### config.mk
export PLATFORM = sky130hd
export DESIGN_NAME = failback_backoff_controller
export DESIGN_NICKNAME = d
export VERILOG_FILES = /design/src/rtl/core/fbc_pkg.sv /design/src/rtl/core/fbc_step.sv /design/src/rtl/core/failback_backoff_controller.sv
export SDC_FILE = /design/constraint.sdc
export NUM_CORES = 2
export LEC_CHECK = 0
export BUFFER_PORTS_ARGS = -buffer_cell sky130_fd_sc_hd__buf_2
export CAP_MARGIN = 20
export CELL_PAD_IN_SITES_DETAIL_PLACEMENT = 1
export CELL_PAD_IN_SITES_GLOBAL_PLACEMENT = 1
export CORE_MARGIN = 1.5
export CORE_UTILIZATION = 40
export CTS_CLUSTER_DIAMETER = 120
export DETAILED_ROUTE_END_ITERATION = 16
export MAX_ROUTING_LAYER = met4
export PLACE_DENSITY_LB_ADDON = 0.1
export SETUP_SLACK_MARGIN = 0.5
export SLEW_MARGIN = 20
export SYNTH_ARGS = -nofsm -noshare
export SYNTH_HDL_FRONTEND = slang
export SYNTH_SLANG_ARGS = --single-unit
### constraint.sdc
create_clock -name clk_i -period 33.8 [get_ports clk_i]
set_input_delay 0 -clock clk_i [delete_from_list [all_inputs] [get_ports clk_i]]
set_output_delay 0 -clock clk_i [all_outputs]
set_load 0.03 [all_outputs]
### src/rtl/core/fbc_pkg.sv
package fbc_pkg;

  localparam int unsigned TimeW  = 64;
  localparam int unsigned CfgW   = 32;
  localparam int unsigned MsW    = 42;  // 32-bit seconds times 1000 fits in 42 bits
  localparam int unsigned CmdW   = 3;
  localparam int unsigned CfgIdxW = 3;

  localparam logic [MsW-1:0] MsPerSec = MsW'(1000);

  // commands
  localparam logic [CmdW-1:0] CmdQuery   = 3'd0;
  localparam logic [CmdW-1:0] CmdRequest = 3'd1;
  localparam logic [CmdW-1:0] CmdHealth  = 3'd2;
  localparam logic [CmdW-1:0] CmdSent    = 3'd3;
  localparam logic [CmdW-1:0] CmdTimeout = 3'd4;
  localparam logic [CmdW-1:0] CmdAck     = 3'd5;
  localparam logic [CmdW-1:0] CmdElect   = 3'd6;
  localparam logic [CmdW-1:0] CmdLeader  = 3'd7;

  // configuration register indexes
  localparam logic [CfgIdxW-1:0] RegRecoveryStable = 3'd0;
  localparam logic [CfgIdxW-1:0] RegXferTimeout    = 3'd1;
  localparam logic [CfgIdxW-1:0] RegProbation      = 3'd2;
  localparam logic [CfgIdxW-1:0] RegBackoffReset   = 3'd3;
  localparam logic [CfgIdxW-1:0] RegBackoffFirst   = 3'd4;
  localparam logic [CfgIdxW-1:0] RegBackoffSecond  = 3'd5;
  localparam logic [CfgIdxW-1:0] RegBackoffThird   = 3'd6;

  // request kinds
  localparam logic [1:0] ReqNone   = 2'd0;
  localparam logic [1:0] ReqNormal = 2'd1;
  localparam logic [1:0] ReqForced = 2'd2;

  localparam logic [1:0] TopLevel = 2'd3;

  // configuration, second values already in milliseconds
  typedef struct packed {
    logic [MsW-1:0]  stable_ms;
    logic [CfgW-1:0] timeout;
    logic [MsW-1:0]  probation_ms;
    logic [MsW-1:0]  reset_ms;
    logic [MsW-1:0]  first_ms;
    logic [MsW-1:0]  second_ms;
    logic [MsW-1:0]  third_ms;
  } cfg_t;

  typedef struct packed {
    logic [1:0]       req_kind;
    logic             xfer_pending;
    logic [TimeW-1:0] xfer_since;
    logic [TimeW-1:0] stable_since;
    logic [TimeW-1:0] hold_until;
    logic [TimeW-1:0] probation_end;
    logic [TimeW-1:0] clear_at;
    logic [1:0]       backoff_step;
  } state_t;

  typedef struct packed {
    logic [CmdW-1:0]  command;
    logic [TimeW-1:0] now_time;
    logic             force_req;
    logic             primary_ok;
    logic             in_sync;
    logic             primary_leads;
  } item_t;

  typedef struct packed {
    logic       pending;
    logic [1:0] level;
    logic       fired;
    logic       waiting;
    logic       ready_res;
  } result_t;

endpackage

### src/rtl/core/fbc_step.sv
module fbc_step import fbc_pkg::*; (
  input  state_t  st_i,
  input  cfg_t    cfg_i,
  input  item_t   item_i,
  output state_t  st_o,
  output result_t res_o
);

  state_t           n;
  logic             fired;
  logic [1:0]       step_up;
  logic [MsW-1:0]   raise_ms;
  logic [TimeW-1:0] now;
  logic [TimeW-1:0] raise_hold;
  logic [TimeW-1:0] prob_end;
  logic [TimeW-1:0] reset_at;
  logic [TimeW-1:0] pend;
  logic             timed_out;
  logic             ready;

  assign now = item_i.now_time;

  // backoff raise: saturating level and its hold-off
  always_comb begin
    step_up = (st_i.backoff_step == TopLevel) ? TopLevel : st_i.backoff_step + 2'd1;
    if (step_up == 2'd1) begin
      raise_ms = cfg_i.first_ms;
    end else if (step_up == 2'd2) begin
      raise_ms = cfg_i.second_ms;
    end else begin
      raise_ms = cfg_i.third_ms;
    end
  end

  assign raise_hold = now + TimeW'(raise_ms);
  assign prob_end   = now + TimeW'(cfg_i.probation_ms);
  assign reset_at   = now + TimeW'(cfg_i.reset_ms);
  assign timed_out  = (now - st_i.xfer_since) >= TimeW'(cfg_i.timeout);

  always_comb begin
    n     = st_i;
    fired = 1'b0;
    pend  = st_i.probation_end;
    unique case (item_i.command)
      CmdRequest: begin
        n.req_kind = item_i.force_req ? ReqForced : ReqNormal;
      end
      CmdHealth: begin
        if (!item_i.primary_ok) begin
          n.stable_since = '0;
        end else if (st_i.stable_since == '0) begin
          n.stable_since = now;
        end
      end
      CmdSent: begin
        n.req_kind     = ReqNone;
        n.xfer_pending = 1'b1;
        n.xfer_since   = now;
      end
      CmdTimeout: begin
        if (st_i.xfer_pending && timed_out) begin
          n.xfer_pending = 1'b0;
          n.xfer_since   = '0;
          n.backoff_step = step_up;
          n.hold_until   = raise_hold;
          n.clear_at     = '0;
          fired          = 1'b1;
        end
      end
      CmdAck: begin
        n.xfer_pending  = 1'b0;
        n.xfer_since    = '0;
        n.probation_end = prob_end;
        n.clear_at      = '0;
      end
      CmdElect: begin
        if (st_i.probation_end != '0 && now < st_i.probation_end) begin
          n.backoff_step = step_up;
          n.hold_until   = raise_hold;
          fired          = 1'b1;
        end
        n.stable_since  = '0;
        n.probation_end = '0;
        n.clear_at      = '0;
        n.xfer_pending  = 1'b0;
        n.xfer_since    = '0;
      end
      CmdLeader: begin
        if (!item_i.primary_leads || !item_i.primary_ok) begin
          n.clear_at = '0;
        end else begin
          if (st_i.xfer_pending) begin
            n.xfer_pending = 1'b0;
            n.xfer_since   = '0;
            if (pend == '0) begin
              pend = prob_end;
            end
          end
          n.probation_end = pend;
          // still on probation: nothing more to do
          if (pend == '0 || now >= pend) begin
            n.probation_end = '0;
            if (st_i.backoff_step != 2'd0) begin
              if (st_i.clear_at == '0) begin
                n.clear_at = reset_at;
              end else if (now >= st_i.clear_at) begin
                n.backoff_step = 2'd0;
                n.hold_until   = '0;
                n.clear_at     = '0;
              end
            end
          end
        end
      end
      default: begin
        // query: outputs only
      end
    endcase
  end

  // readiness is judged on the state after the event
  always_comb begin
    if (n.xfer_pending || !item_i.primary_ok || !item_i.in_sync) begin
      ready = 1'b0;
    end else if (n.req_kind == ReqForced) begin
      ready = 1'b1;
    end else if (n.stable_since == '0 ||
                 (now - n.stable_since) < TimeW'(cfg_i.stable_ms) ||
                 now < n.hold_until) begin
      ready = 1'b0;
    end else begin
      ready = 1'b1;
    end
  end

  assign st_o            = n;
  assign res_o.ready_res = ready;
  assign res_o.waiting   = n.xfer_pending &&
                           ((now - n.xfer_since) < TimeW'(cfg_i.timeout));
  assign res_o.fired     = fired;
  assign res_o.level     = n.backoff_step;
  assign res_o.pending   = n.xfer_pending;

endmodule

### src/rtl/core/failback_backoff_controller.sv
// Failback controller with three-level backoff for a primary/backup pair.
//
// Event items arrive on the s_axis side: tuser carries the command, tdata
// the timestamp and the observation flags. Each accepted item produces
// exactly one result item on the m_axis side (readiness, waiting, fired,
// backoff level, pending).
//
// An accepted item sits in the input register until the result register is
// free, is then loaded into the result register, which raises m_axis_tvalid,
// and the result is held there until m_axis_tready takes it.
// Throughput: one item per cycle while m_axis does not stall; the controller
// state is updated together with the result register, so back-to-back events
// see each other's effects.
//
// The cfg_* port writes the seven timing registers; second-valued ones are
// scaled to milliseconds as they are written (one 32x10 multiply into the
// register), so the stored values are already in milliseconds.
//
// Reset clears all state and configuration to zero. When m_axis stalls the
// result is held; one further item may wait in the input register, after
// which s_axis_tready drops until the result is taken.
module failback_backoff_controller import fbc_pkg::*; (
  input  logic               clk_i,
  input  logic               rst_ni,
  // configuration write port
  input  logic               cfg_we_i,
  input  logic [CfgIdxW-1:0] cfg_idx_i,
  input  logic [CfgW-1:0]    cfg_wdata_i,
  // event items
  input  logic               s_axis_tvalid,
  output logic               s_axis_tready,
  input  logic [71:0]        s_axis_tdata,  // now_time[63:0], force_req, primary_ok,
                                            // in_sync, primary_leads, zero pad
  input  logic [CmdW-1:0]    s_axis_tuser,  // command
  // result items
  output logic               m_axis_tvalid,
  input  logic               m_axis_tready,
  output logic [7:0]         m_axis_tdata   // ready_res, waiting, fired, level[1:0],
                                            // pending, zero pad
);

  cfg_t    cfg_q;
  state_t  st_q, st_d;
  item_t   item_q;
  logic    in_vld_q;
  result_t res_q, res_d;
  logic    out_vld_q;
  logic    advance;
  logic    s_acc;
  logic [MsW-1:0] wr_ms;

  // item moves from input register to result register when the latter is free
  assign advance       = in_vld_q && (!out_vld_q || m_axis_tready);
  assign s_axis_tready = !in_vld_q || advance;
  assign s_acc         = s_axis_tvalid && s_axis_tready;

  // seconds to milliseconds on the write path
  assign wr_ms = MsW'(cfg_wdata_i) * MsPerSec;

  always_ff @(posedge clk_i or negedge rst_ni) begin
    if (!rst_ni) begin
      cfg_q <= '0;
    end else if (cfg_we_i) begin
      unique case (cfg_idx_i)
        RegRecoveryStable: cfg_q.stable_ms    <= wr_ms;
        RegXferTimeout:    cfg_q.timeout      <= cfg_wdata_i;
        RegProbation:      cfg_q.probation_ms <= wr_ms;
        RegBackoffReset:   cfg_q.reset_ms     <= wr_ms;
        RegBackoffFirst:   cfg_q.first_ms     <= wr_ms;
        RegBackoffSecond:  cfg_q.second_ms    <= wr_ms;
        RegBackoffThird:   cfg_q.third_ms     <= wr_ms;
        default: begin
          // unknown index: write dropped
        end
      endcase
    end
  end

  // input register
  always_ff @(posedge clk_i or negedge rst_ni) begin
    if (!rst_ni) begin
      in_vld_q <= 1'b0;
    end else if (s_axis_tready) begin
      in_vld_q <= s_axis_tvalid;
    end
  end

  always_ff @(posedge clk_i) begin
    if (s_acc) begin
      item_q.command       <= s_axis_tuser;
      item_q.now_time      <= s_axis_tdata[63:0];
      item_q.force_req     <= s_axis_tdata[64];
      item_q.primary_ok    <= s_axis_tdata[65];
      item_q.in_sync       <= s_axis_tdata[66];
      item_q.primary_leads <= s_axis_tdata[67];
    end
  end

  fbc_step u_step (
    .st_i   (st_q),
    .cfg_i  (cfg_q),
    .item_i (item_q),
    .st_o   (st_d),
    .res_o  (res_d)
  );

  // controller state and result register
  always_ff @(posedge clk_i or negedge rst_ni) begin
    if (!rst_ni) begin
      st_q      <= '0;
      out_vld_q <= 1'b0;
    end else begin
      if (advance) begin
        st_q <= st_d;
      end
      if (advance) begin
        out_vld_q <= 1'b1;
      end else if (m_axis_tready) begin
        out_vld_q <= 1'b0;
      end
    end
  end

  always_ff @(posedge clk_i) begin
    if (advance) begin
      res_q <= res_d;
    end
  end

  assign m_axis_tvalid = out_vld_q;
  assign m_axis_tdata  = {2'b00, res_q.pending, res_q.level, res_q.fired,
                          res_q.waiting, res_q.ready_res};

endmodule
==> impl_metrics.tcl <==
set metrics [dict create \
    fill_cells 17082 \
    final_nets 8048 \
    synthCells 6846 \
    slew_violations 0 \
    p_comb_share_pct 62.1 \
    first_global_vias 55323 \
    slew_headroom_pct 10.5 \
    avgViaCountPerCell 5.99 \
    top_usage_layer "met2" \
    cts_num_sinks 670 \
    sw_frac_of_total_pct 50.3 \
    dpl_cell_area_um2 62200 \
    met3_usage_pct 3.62 \
    dieArea_um2 150000 \
    maxCapViolCount 0 \
    worstPathRequired_ns 34.29 \
    rsz0062_at_grt "no" \
    drive_above_1_share_pct 7.67 \
    port_buffers 118 \
    chipWidth_um 387 \
    finalSetupViolations 0 \
    clkTransAtPathRegs_ns 0.06 \
    setup_tns_ns 0 \
    worstReg2RegEnd "m_axis_tdata[1]" \
    power_density_nw_per_um2 87.6 \
    tritoncts "built" \
    hp-class "input port to register" \
    num_vias 54223 \
    synth-main-ff-cell "dfrtp_1" \
    clock_path_buffers 3 \
    pin_count 125 \
    globalplace.congestion 0.935 \
    min_to "item_q[52]" \
    worstPathArrival_ns 16.45 \
    hold_viol_final 0 \
    clk_latency_ns 0.72 \
    finalPower_mw 5.86 \
    fin_area_um2 66900 \
    syn_area_um2 59100 \
    gr-total-overflow 0 \
    wire_per_inst_um 25.2 \
    antenna_found_initial 19 \
    drtIter0Drc 3716 \
    dr.pass1.iters 5 \
    postCtsResizedCells 0 \
    slowest_stage "nor4_1" \
    crit_type "register to register" \
    crit_fanout 16 \
    grt_max_degree 209 \
    synth_cell_types 106 \
    switching_power_mw 2.94 \
    die_h_um 387 \
    fmax_mhz 62.7 \
    yosysWarnings 0 \
    whs_path_depth 2 \
    p_leak_nw 29.2 \
    ys_ff_latch 670 \
    met2_usage_pct 48.5 \
    seqPwrFrac_pct 21.1 \
    antenna_left 0 \
    min_from "s_axis_tdata[48]" \
    skew_ns 0.0384 \
    critical-path-max-stage-delay_ns 0.79 \
    seq_area_frac_synth_pct 29.0 \
    worst-path-buf-inv 3 \
    syn_area_per_cell_um2 8.63 \
    met1_usage_pct 42.9 \
    drt_wl_total_um 229000 \
    syn2layout_area_growth_pct 13.2 \
    cts_setup_buffers 0 \
    period_minus_slack_ns 15.96 \
    cp-start-kind "register" \
    ir_drop_mv 0.0791 \
    async_flop_share_pct 88.5 \
    reg2reg_slack_ns 17.84 \
    p_clk_share_pct 16.8 \
    drc 0 \
    initial_utilization_pct 40.5 \
    hold_buffers 166 \
    crit_family "compound AO/OA/AOI/OAI gates" \
    worst_pin_slew_ns 1.33 \
    grt_usage_pct 31.0 \
    path_common_cell "o21ai_0" \
    synth_edf_count 77 \
    post-route-period-util_pct 47.2 \
    r2r-start "item_q[4]" \
    htree_levels 3 \
    cp-end-kind "register" \
    fp.coreArea_um2 146000 \
    status "finished clean" \
    cts_made_buffers 87 \
    root_buffer "clkbuf_16" \
    post-dp-hpwl_um 174000 \
    worstRegToRegCells 59 \
    placementRows 140 \
    mostFrequentLayoutCells "nand2_1 (747), ha_1 (744), o21ai_0 (734), dfrtp_1 (591), a21oi_1 (469)" \
    grt_pass1_wl_um 349000 \
    final_common_cell "nand2_1" \
    p_int_mw 2.91 \
]
-- power groups by stage --
stage,Combinational [mW],Sequential (mW),Clock (mW)
2_1_floorplan,2.23,1.19,0
3_3_place_gp,3.50,1.23,0
3_5_place_dp,3.59,1.24,0
4_1_cts,3.63,1.23,1.01
5_1_grt,3.99,1.27,1.03
6_report,3.64,1.23,0.986
-- layer usage --
| layer | wire length [µm] | up-vias |
|---|---|---|
| met3 | 10900 | 253 |
| met1 | 108000 | 27283 |
| met4 | 5380 | 0 |
| li1 | - | 25458 |
| met5 | 0 | - |
| met2 | 104000 | 1229 |
-- cells by family (layout without fill, tap and decap cells) --
family | after synthesis | count (layout) | share of synthesized area (%)
AO/OA/AOI/OAI | 2236 | 2236 | 24.2
AND/OR/NAND/NOR | 1966 | 1966 | 16.1
adder cells (fa/ha/maj) | 867 | 867 | 19.9
buffers and inverters | 705 | 992 | 4.55
flip-flops | 670 | 670 | 29.0
XOR/XNOR | 305 | 305 | 4.52
multiplexers | 96 | 96 | 1.70
other | 1 | 9 | 0.00634
-- cell type report --
type	instances	area (µm²)	area share, %
diodes	7	17.5	0.0262
clock inverters	29	385	0.576
well taps	1917	2400	3.58
inverters	412	1550	2.31
flip-flops and latches	670	17200	25.6
clock buffers	128	2580	3.86
multi-input cells	5472	39500	59.0
repair buffers	423	3340	4.99
-- worst max path at each step --
| stage | end | from | cells after the start | slack [ns] |
|---|---|---|---|---|
| 4_1_cts | m_axis_tdata[1] | item_q[4] | 59 | 18.07 |
| 3_5_place_dp | m_axis_tdata[1] | item_q[4] | 59 | 18.15 |
| 6_report | m_axis_tdata[1] | item_q[4] | 59 | 17.84 |
| 5_1_grt | m_axis_tdata[1] | item_q[4] | 59 | 16.75 |
| 2_1_floorplan | m_axis_tdata[1] | item_q[4] | 64 | 21.82 |
| 3_3_place_gp | m_axis_tdata[1] | item_q[4] | 59 | 18.36 |
-- metrics by stage --
stage	setup WS [ns]	std cells	util [%]	hold WS (ns)
2_1_floorplan	21.82	6847	-	-0.296
5_1_grt	16.75	9055	45.8	0.00989
6_report	17.84	9058	45.8	0.0259
3_3_place_gp	18.36	8728	42.6	0.150
4_1_cts	18.07	9051	45.8	0.000271
3_5_place_dp	18.15	8728	42.6	0.153
-- worst register-to-register path, delay by kind of cell, from the launching register on --
kind / cells / cell delay (ns)
DFF: 1 / 0.38
adders and majority gates: 5 / 1.63
buffers and inverters: 3 / 0.85
AOI/OAI and AO/OA: 30 / 7.93
and+or+nand+nor: 19 / 4.64
xor gates and xnor gates: 2 / 0.31
-- synth_stat cells, drive strengths merged, types with 63 or more instances --
cell type | count | area [µm²]
nor3 | 101 | 510
nor2 | 315 | 1180
nand3 | 106 | 531
a21o | 216 | 1620
clkbuf | 244 | 916
xnor2 | 206 | 1800
a22oi | 145 | 1090
nor2b | 109 | 682
nand4 | 154 | 978
inv | 410 | 1540
a21oi | 473 | 2390
a22o | 107 | 937
edfxtp | 77 | 2310
o21a | 77 | 578
ha | 744 | 9310
xor2 | 99 | 867
fa | 123 | 2460
dfrtp | 593 | 14800
nor4 | 110 | 716
nand2b | 110 | 688
o21ai | 749 | 3760
mux2i | 63 | 631
nand2 | 753 | 2830
-- flip-flops by register name (all words and copies together), names as in the netlist --
register       cells
m_axis_tvalid      1
in_vld_q           1
st_q             325
m_axis_tdata       6
item_q            71
cfg_q            266
No activity file was read; power rests on OpenSTA's default activity.
